--- src/sv/fpa_pkg.sv ---
package fpa_pkg;

  typedef enum logic [3:0] {
    OP_ADD  = 4'd0,
    OP_SUB  = 4'd1,
    OP_MUL  = 4'd2,
    OP_DIV  = 4'd3,
    OP_MIN  = 4'd4,
    OP_MAX  = 4'd5,
    OP_INC  = 4'd6,
    OP_DEC  = 4'd7,
    OP_FINT = 4'd8,
    OP_TINT = 4'd9
  } op_t;

  // Divider operand widths: magnitudes of numerator and denominator.
  localparam int NUM_W = 64;
  localparam int DEN_W = 32;

  // State handed from one divider cell to the next.
  typedef struct packed {
    logic              vld;
    logic [NUM_W-1:0]  num;
    logic [DEN_W-1:0]  den;
    logic [NUM_W-1:0]  quo;
    logic [DEN_W:0]    rem;
    logic              neg;
    logic              dz;
    logic              fast_ov;
    logic [3:0]        op;
    logic [31:0]       fast;
    logic [2:0]        cmp;
  } cell_t;

endpackage

--- src/sv/fpa_cell.sv ---
module fpa_cell
  import fpa_pkg::*;
#(
  parameter int STEPS = 2
) (
  input  logic  clk,
  input  logic  rst,
  input  logic  en,
  input  cell_t din,
  output cell_t dout
);

  cell_t nxt;

  // STEPS restoring division steps, one quotient bit each.
  always_comb begin
    logic [DEN_W:0] trial;
    nxt = din;
    for (int i = 0; i < STEPS; i++) begin
      nxt.rem = {nxt.rem[DEN_W-1:0], nxt.num[NUM_W-1]};
      nxt.num = {nxt.num[NUM_W-2:0], 1'b0};
      trial   = nxt.rem - {1'b0, nxt.den};
      if (!trial[DEN_W]) begin
        nxt.rem = trial;
        nxt.quo = {nxt.quo[NUM_W-2:0], 1'b1};
      end else begin
        nxt.quo = {nxt.quo[NUM_W-2:0], 1'b0};
      end
    end
  end

  always_ff @(posedge clk) begin
    if (rst) begin
      dout.vld <= 1'b0;
    end else if (en) begin
      dout.vld <= din.vld;
    end
    if (en) begin
      dout.num     <= nxt.num;
      dout.den     <= nxt.den;
      dout.quo     <= nxt.quo;
      dout.rem     <= nxt.rem;
      dout.neg     <= nxt.neg;
      dout.dz      <= nxt.dz;
      dout.fast_ov <= nxt.fast_ov;
      dout.op      <= nxt.op;
      dout.fast    <= nxt.fast;
      dout.cmp     <= nxt.cmp;
    end
  end

endmodule

--- config.mk ---
export PLATFORM = sky130hd
export DESIGN_NAME = fpa_cell
export DESIGN_NICKNAME = d
export VERILOG_FILES = /design/src/sv/fpa_pkg.sv /design/src/sv/fpa_cell.sv
export SDC_FILE = /design/constraint.sdc
export NUM_CORES = 1
export LEC_CHECK = 0
export BUFFER_PORTS_ARGS = -buffer_cell sky130_fd_sc_hd__buf_4
export CORE_AREA = 3 3 183 185
export DETAILED_ROUTE_END_ITERATION = 8
export DIE_AREA = 0 0 186 188
export GPL_ROUTABILITY_DRIVEN = 0
export HOLD_SLACK_MARGIN = 0.1
export PLACE_DENSITY = 0.64
export SLEW_MARGIN = 20
export SYNTH_ARGS = -nofsm -noshare
export SYNTH_HDL_FRONTEND = slang
export SYNTH_SLANG_ARGS = --single-unit
export TNS_END_PERCENT = 30
--- constraint.sdc ---
create_clock -name clk -period 14 [get_ports clk]
set_input_delay 1.4 -clock clk [delete_from_list [all_inputs] [get_ports clk]]
set_output_delay 1.4 -clock clk [all_outputs]
set_load 0.02 [all_outputs]
## After elaboration in Yosys (flattened, before gate mapping)

Cells that the tools add are included.

| storage, ports and cells | value |
|---|---|
| bits in registers | 234 |
| bits of input ports | 239 |
| output and inout bits | 236 |
| logic and storage cells | 18 |

| cells by class | value |
|---|---|
| add/sub/neg operators | 2 |
| multiplexer cells | 4 |

Operators with widths:

| operator | count |
|---|---|
| subtractor 33 x 32 -> 33 bit | 2 |
| two-way mux 32 bit | 2 |
| two-way mux 1 bit | 2 |

## Depth between registers and ports, before layout

Gate-level depths: netlist of run 1.

| logic depth | value |
|---|---|
| depth in word-level cells | 4 |
| depth in mapped cells | 26 |
| gate-level depth less buffers | 24 |

## Least setup slack after synthesis of run 1

OpenSTA, ideal clock, no wires.

| timing | value |
|---|---|
| kind | input -> register |
| start point | input din[234] (netlist bit) |
| end point | register dout[46] (netlist bit) (data pin) |
| library setup time | 260 ps |
| arrival time | 6367 ps |
| required time | 13740 ps |
| setup slack | 7373 ps |
| cell stages on the path | 24 |
| buffers on the path | 2 |
| cells stage by stage | inv_1 > ha_1 > inv_1 > fa_1 > a211oi_1 > o21a_1 > a21oi_2 > o21ai_2 > o211ai_2 > xnor2_2 > clkbuf_1 > a21oi_1 > fa_1 > nand2b_1 > a21oi_1 > o211a_1 > a21oi_2 > o311ai_1 > o221ai_2 > o311ai_1 > a21oi_4 > xor2_4 > buf_12 > mux2_4 |

RTL lines:

| element | RTL line | RTL |
|---|---|---|
| start, declared | fpa_cell.sv:9 | `input cell_t din,` |
| end, declared | fpa_cell.sv:10 | `output cell_t dout` |

==> results of run 1 <==
[how the worst max path moves through the flow]
| stage | to | slack (ns) | cells after the start |
|---|---|---|---|
| floorplan | dout[46] | 7.37 | 24 |
| global placement | dout[73] | 5.02 | 27 |
| detailed placement | dout[73] | 4.94 | 27 |
| CTS | dout[73] | 5.56 | 27 |
| global route | dout[73] | 5.12 | 27 |
| finish | dout[73] | 5.66 | 27 |
[power by group]
group | total (W) | leakage [nW] | internal, W | switching, W
sequential | 0.000912 | 2.29 | 0.000884 | 0.0000279
combinational | 0.000822 | 4.39 | 0.000382 | 0.000440
clock | 0.000709 | 0.426 | 0.000416 | 0.000293
[final cells by class]
class,instances,area (µm²),area share
inverters,49,183.9,0.01130
well taps,408,510.5,0.03137
flip-flops and latches,234,7017,0.4313
repair buffers,473,3562,0.2189
clock inverters,12,133.9,0.008228
clock buffers,39,762.0,0.04683
multi-input cells,535,4101,0.2521
[logic make-up after synthesis]
| kind of cell | count (synthesis) | synth area share |
|---|---|---|
| xor+xnor | 51 | 0.04150 |
| mux | 43 | 0.05105 |
| fa+ha+maj | 66 | 0.07378 |
| buf+inv | 60 | 0.02470 |
| other cells | 1 | 0.0003291 |
| compound gates | 202 | 0.1221 |
| flops | 234 | 0.6157 |
| simple gates | 171 | 0.07082 |
[synth_stat cells, drive strengths merged (2+ instances only)]
cell / number / share of area
a2111oi: 4 / 0.0053
a211o: 2 / 0.0015
a211oi: 5 / 0.0042
a21o: 24 / 0.016
a21oi: 56 / 0.027
a311oi: 2 / 0.0015
a31oi: 5 / 0.0041
and2: 4 / 0.0022
and3: 8 / 0.0044
and4: 2 / 0.0015
buf: 5 / 0.0066
clkbuf: 6 / 0.0020
edfxtp: 233 / 0.61
fa: 2 / 0.0035
ha: 64 / 0.070
inv: 49 / 0.016
mux2: 40 / 0.048
mux2i: 3 / 0.0026
nand2: 53 / 0.017
nand2b: 13 / 0.0078
nand3: 9 / 0.0040
nand4: 3 / 0.0016
nor2: 51 / 0.017
nor2b: 6 / 0.0033
nor3: 9 / 0.0040
o2111ai: 2 / 0.0015
o211ai: 12 / 0.0088
o21a: 17 / 0.011
o21ai: 49 / 0.022
o21bai: 9 / 0.0059
o311ai: 2 / 0.0015
o31a: 2 / 0.0015
o31ai: 4 / 0.0038
o41ai: 2 / 0.0015
or2: 5 / 0.0027
or3: 4 / 0.0022
xnor2: 38 / 0.030
xor2: 13 / 0.012
[through the flow]
step / total power (W) / cell area (µm²) / hold WS [ns]
6_report: 0.002443 / 16270 / 0.5497
2_1_floorplan: 0.001457 / 11400 / 0.5788
3_3_place_gp: 0.001740 / 15370 / 0.5304
3_5_place_dp: 0.001749 / 15370 / 0.5315
4_1_cts: 0.002469 / 16270 / 0.5447
5_1_grt: 0.002556 / 16270 / 0.5958
[layout by cell type (no fill, tap or decap), types with 27 or more instances in the layout]
master | netlist | routed
a21oi_1 | 51 | 51
buf_4 | 2 | 471
clkbuf_16 | 0 | 28
edfxtp_1 | 233 | 233
ha_1 | 64 | 64
inv_1 | 48 | 48
mux2_4 | 27 | 27
nand2_1 | 53 | 53
nor2_1 | 51 | 51
o21ai_0 | 45 | 45
xnor2_1 | 37 | 37
[layer usage]
| layer | global-route usage | vias up |
|---|---|---|
| met5 | 0 | - |
| met4 | 0.06732 | 20 |
| met3 | 0.07682 | 87 |
| met2 | 0.3616 | 364 |
| met1 | 0.2522 | 4187 |
| li1 | - | 4116 |
[critical path, cell delays in order]
cell and delay (ns):
buf_4 0.11, inv_1 0.04, ha_1 0.16, inv_1 0.06, fa_1 0.42, a211oi_1 0.32, o21a_1 0.21, a21oi_2 0.09
o21ai_2 0.27, o211ai_2 0.15, xnor2_2 0.66, buf_4 0.37, inv_2 0.27, nand2_1 0.13, nand2_1 0.08, ha_1 0.37
o211ai_1 0.11, a21oi_1 0.29, o211a_1 0.31, a21oi_2 0.11, o311ai_1 0.41, o221ai_2 0.20, o311ai_1 0.48, a21oi_4 0.15
xor2_4 0.53, buf_4 0.50, mux2_2 0.38
==> results.cfg, run 1 <==
[grt]
grt_max_degree = 104
track_usage = 0.2133
antenna_found_initial = 10
grt_pass1_wl_mm = 55.06
overflow = 0
first_global_vias = 8582

[placed_design]
hpwl_mm = 31.77
dp.cells = 1699
io_buffers = 469
dp_slack_ns = 4.944

[drt]
drtIter0Drc = 582
wl_met2_mm = 19.13
num_vias = 8774
wl_mm = 40.05
dr_wl_met3_mm = 3.909
ant_nets = 0
drt_first_pass_iters = 5
wl_per_cell_um = 22.89
via_per_inst = 5.014
wl_met1_mm = 15.55
drc = 0
top_layer = met5

[floorplan]
die_h_um = 188
rows = 66
core_um2 = 32210
die-area_um2 = 34970
start_util = 0.3538
die_x_um = 186
ioPinCount = 475

[yosys]
yosysWarnings = 0
synth_seq_cells = 234
yosysSeqAreaShare = 0.6157
synth_edf_count = 233
syn_inst = 828
ys_types = 65
syn_area_um2 = 11400
async_flop_share = 0
syn-mean-instance-area_um2 = 13.76
synth-main-ff-cell = edfxtp_1

[clock_network]
cts_resized = 0
cts_setup_buffers = 0
cts_inserted_buffers = 28
cts_tree = done
clkSlewWorstSetupHoldPaths_ns = 0.06
cts_root_buf = clkbuf_16
h-tree-depth = 1
insertion_delay_ns = 0.55
clock_sinks = 234
ctsHoldBuffers = 0
clockBufferDepth = 3

[timing]
fin_tns_setup_ns = 0
setup_violations = 0
hold_violations = 0
final_period_minus_worst_setup_slack_ns = 8.335
slew_violations = 0
finClkSkew_ns = 0
fmax_ghz = 0.1200
tightestPinTransition_ns = 0.8242
rsz0062_at_grt = no
finalCritPeriodShare = 0.5954
slew_headroom = 0.4505
fin_ws_ns = 5.665

[layout]
drive_gt1_frac = 0.4285
num_antenna_cells = 0
fin_cells = 1750
final_util = 0.5052
finalNetCount = 1626
top_register = dout
largest_reg_flops = 234
fill_cells = 2869
reg.largest.list = dout (234)
area_growth_pct = 42.78

[worst_setup_path]
crit_type = in -> reg
critPathLaunchType = primary input
worstPathRequired_ns = 14.29
cp_max_fo = 22
r2r-start = dout[235]
rr_worst_depth = 2
r2r-end = dout[235]
endpoint_kind = flop
cp.arrival_ns = 8.63
cp-startpoint = din[234]
r2r_setup_slack_ns = 13.38

[power_and_ir_drop]
power_density_nw_per_um2 = 150.2
leakage_nw = 7.102
ir_drop_mv = 0.1087

[job]
maxCapViolCount = 0

[min_path]
min_path_type = reg -> reg
whs_endpoint = dout[235]
hold_path_depth = 2
hp-start = dout[235]

[status]
status = completed
No activity file was read; power rests on OpenSTA's default activity.
==> inputs of run 2 (changes only) <==
CORE_AREA = 3 3 186 188   (was 3 3 183 185)
DIE_AREA = 0 0 189 191   (was 0 0 186 188)
PLACE_DENSITY = 0.65   (was 0.64)
clock period = 7 ns   (was 14 ns; I/O delays follow)
==> results.cfg, run 2 (same netlist as run 1, synthesis figures left out) <==
[timing]
final_period_minus_worst_setup_slack_ns = 6.272
fin_tns_setup_ns = 0
slew_headroom = 0.2814
tightestPinTransition_ns = 1.078
hold_violations = 0
fmax_ghz = 0.1594
slew_violations = 0
setup_violations = 0
finalCritPeriodShare = 0.8961
whs_ns = 0.2919
rsz0062_at_grt = no
finClkSkew_ns = 0

[drt]
wl_mm = 39.79
wl_per_cell_um = 22.13
num_vias = 8769
drc = 0
drtIter0Drc = 589
ant_nets = 0
drt_first_pass_iters = 5
via_per_inst = 4.877

[layout]
final_cell_mix = buf_4, edfxtp_1, ha_1, nand2_1
finalNetCount = 1630
largest_reg_flops = 234
top_register = dout
area_growth_pct = 44.20
fin_cells = 1798
reg.largest.list = dout (234)
layout_commonest_cell = buf_4
drive_gt1_frac = 0.4365

[worst_setup_path]
worstPathRequired_ns = 7.31
cp_max_fo = 27
cp.arrival_ns = 6.58
crit_type = in -> reg
critPathLaunchType = primary input
endpoint_kind = flop

[clock_network]
h-tree-depth = 1
cts_tree = done
cts_resized = 0
clkSlewWorstSetupHoldPaths_ns = 0.06
insertion_delay_ns = 0.55
cts_inserted_buffers = 28
cts_setup_buffers = 0
clock_sinks = 234
clockBufferDepth = 3
cts_root_buf = clkbuf_16
ctsHoldBuffers = 0

[power_and_ir_drop]
power_density_nw_per_um2 = 302.9
leakage_nw = 7.158
finalPower_w = 0.004978
ir_drop_mv = 0.2039

[grt]
first_global_vias = 8738
antenna_found_initial = 10
grt_pass1_wl_mm = 55.85
grt_max_degree = 164
overflow = 0
track_usage = 0.2063

[floorplan]
die-area_um2 = 36100
die_x_um = 189
rows = 67
ioPinCount = 475
start_util = 0.3424
die_h_um = 191
core_um2 = 33280

[job]
maxCapViolCount = 0

[min_path]
min_path_type = in -> reg

[status]
status = completed

[placed_design]
dp.cells = 1743
io_buffers = 469
hpwl_mm = 31.57
-- run 2: cell count changes in the layout (fill, tap and decap cells not counted), sizes merged --
cell / before / now
buf: 473 / 477
clkbuf: 39 / 36
diode: 0 / 3
clkinvlp: 2 / 4
bufinv: 2 / 3
inv: 49 / 50
-- run 2: worst max-delay path, cell delays in order --
cell and delay [ns]:
buf_4 0.11, inv_1 0.05, ha_1 0.15, inv_1 0.05
fa_1 0.43, a211oi_1 0.34, o21a_1 0.20, a21oi_2 0.09
o21ai_2 0.27, o211ai_2 0.15, xnor2_2 0.28, buf_4 0.20
a21oi_1 0.11, fa_1 0.45, nand2b_1 0.19, a21oi_1 0.31
o211a_1 0.28, a21oi_2 0.10, o311ai_1 0.40, o221ai_2 0.21
o311ai_1 0.46, a21oi_4 0.15, xor2_4 0.22, buf_12 0.25
mux2_2 0.37
-- run 2: final timing paths --
path,from,end,slack (ns),depth (start not counted)
worst min-delay path,rst,dout[235],0.29,2
worst max register to register,dout[235],dout[235],6.41,2
worst max-delay path,din[234],dout[45],0.73,25
worst min register to register,dout[235],dout[235],0.50,2
-- run 2: final cells by class --
| class | instances | area (µm²) |
|---|---|---|
| antenna | 3 | 7.507 |
| clock buffer | 36 | 760.7 |
| clock inverter | 16 | 188.9 |
| fill | 2991 | 16850 |
| inverter | 49 | 183.9 |
| multi-input combinational | 535 | 4101 |
| sequential | 234 | 7017 |
| tap | 448 | 560.5 |
| timing repair buffer | 477 | 3613 |
-- run 2: power breakdown --
part           internal (W)  switching (W)
Clock              0.000884       0.000604
Sequential          0.00177      0.0000600
Combinational      0.000781       0.000880
-- run 2: per-stage QoR --
| step | worst slack, ns | utilization | area (µm²) |
|---|---|---|---|
| final | 0.7276 | 0.4938 | 16430 |
| after global routing | 0.4342 | 0.4936 | 16430 |
| after CTS | 0.7733 | 0.4936 | 16430 |
| after detailed placement | 0.1826 | 0.4650 | 15480 |
| after global placement | 0.2255 | 0.4650 | 15480 |
| after floorplan | 1.073 | - | 11400 |
-- run 2: metal layers --
layer | vias to the layer above | part of all wire | global-route usage
met5 | - | 0.0013 | 0
met4 | 8 | 0.035 | 0.07304
met3 | 67 | 0.073 | 0.05226
met2 | 314 | 0.49 | 0.3559
met1 | 4244 | 0.40 | 0.2511
li1 | 4136 | - | -
==> inputs of run 3 (changes only) <==
CELL_PAD_IN_SITES_DETAIL_PLACEMENT = 1   (was not set)
CELL_PAD_IN_SITES_GLOBAL_PLACEMENT = 2   (was not set)
CORE_AREA = not set   (was 3 3 186 188)
CORE_ASPECT_RATIO = 1.2   (was not set)
CORE_MARGIN = 3   (was not set)
CORE_UTILIZATION = 28   (was not set)
DIE_AREA = not set   (was 0 0 189 191)
PLACE_DENSITY = 0.79   (was 0.65)
SLEW_MARGIN = not set   (was 20)
==> results.cfg, run 3 (same netlist as run 1, synthesis figures left out) <==
[worst_setup_path]
crit_buf_inv = 7
crit_cells = 27
rr_worst_depth = 2
crit_type = in -> reg
endpoint_kind = flop
cpPeakStageDelay_ns = 0.44
critPathTopFamily = compound AO/OA/AOI/OAI gates
cp_common_cell = buf_4
cp.arrival_ns = 6.66
cp_max_fo = 12
critPathLaunchType = primary input
worstPathRequired_ns = 7.30
slowest_stage = fa_1

[clock_network]
clockBufferDepth = 3
cts_setup_buffers = 0
cts_tree = done
clkSlewWorstSetupHoldPaths_ns = 0.06
ctsHoldBuffers = 0
cts_inserted_buffers = 27
cts_resized = 0
insertion_delay_ns = 0.55
h-tree-depth = 1
clock_sinks = 234
cts_root_buf = clkbuf_16

[layout]
largest_reg_flops = 234
finalNetCount = 1635
area_growth_pct = 45.44
final_cell_mix = buf_4, edfxtp_1, ha_1, nand2_1
reg.largest.list = dout (234)
layout_commonest_cell = buf_4
top_register = dout
drive_gt1_frac = 0.4367

[drt]
drtIter0Drc = 308
drt_first_pass_iters = 4
num_vias = 8726
via_per_inst = 4.627
ant_nets = 0
drc = 0
wl_mm = 41.86
wl_per_cell_um = 22.20

[grt]
grt_max_degree = 110
first_global_vias = 9282
grt_pass1_wl_mm = 58.87
overflow = 0
antenna_found_initial = 10
track_usage = 0.1817

[timing]
fin_tns_setup_ns = 0
fin_ws_ns = 0.6442
setup_violations = 0
rsz0062_at_grt = no
hold_violations = 0
slew_headroom = 0.3830
fmax_ghz = 0.1573
final_period_minus_worst_setup_slack_ns = 6.356
finClkSkew_ns = 0
slew_violations = 0
finalCritPeriodShare = 0.9080
tightestPinTransition_ns = 0.9255

[job]
maxCapViolCount = 0

[floorplan]
core_um2 = 39940
ioPinCount = 475
die_x_um = 190.2
start_util = 0.2853
rows = 80
die-area_um2 = 43170
die_h_um = 227.0

[placed_design]
dp_slack_ns = -0.01285
hpwl_mm = 34.28
io_buffers = 469

[min_path]
hold_path_depth = 2
min_path_type = in -> reg

[power_and_ir_drop]
finalPower_w = 0.005023
leakage_nw = 7.185
power_density_nw_per_um2 = 303.1
ir_drop_mv = 0.1972

[status]
status = completed
run 3: worst reg2reg max path, cell delays in order (launching register included):
cell     delay [ns]
dfxtp_1        0.31
mux2i_1        0.13
nor2_1         0.05
run 3: path summary, 6_finish.rpt:
path,from,endpoint,slack [ns]
setup / recovery,din[234],dout[54],0.64
hold / removal,rst,dout[235],0.29
setup reg to reg,dout[235],dout[235],6.41
hold reg to reg,dout[235],dout[235],0.51
run 3: report_power, final:
group	switching [W]	internal, W	leakage [nW]
clock	0.000605	0.000867	0.443
sequential	0.0000604	0.00177	2.29
combinational	0.000905	0.000818	4.45
run 3: final cells by class:
class | count | area, µm²
well taps | 533 | 666.9
diodes | 2 | 5.005
clock inverters | 19 | 226.5
repair buffers | 483 | 3684
inverters | 49 | 183.9
clock buffers | 31 | 690.7
multi-input cells | 535 | 4101
fillers | 4256 | 23360
flip-flops and latches | 234 | 7017
run 3: per-stage QoR:
stage,utilization,area [µm²],hold WS [ns],std cells
floorplan,-,11400,0.5788,829
global placement,0.3919,15650,0.4796,1834
detailed placement,0.3919,15650,0.4970,1834
CTS,0.4149,16570,0.2650,1884
global route,0.4149,16570,0.2757,1884
finish,0.4150,16570,0.2929,1886
run 3: per-layer routing:
layer,part of all wire,GRT usage
met1,0.36,0.1923
met2,0.54,0.3520
met3,0.077,0.05129
met4,0.023,0.04854
met5,0.00081,0
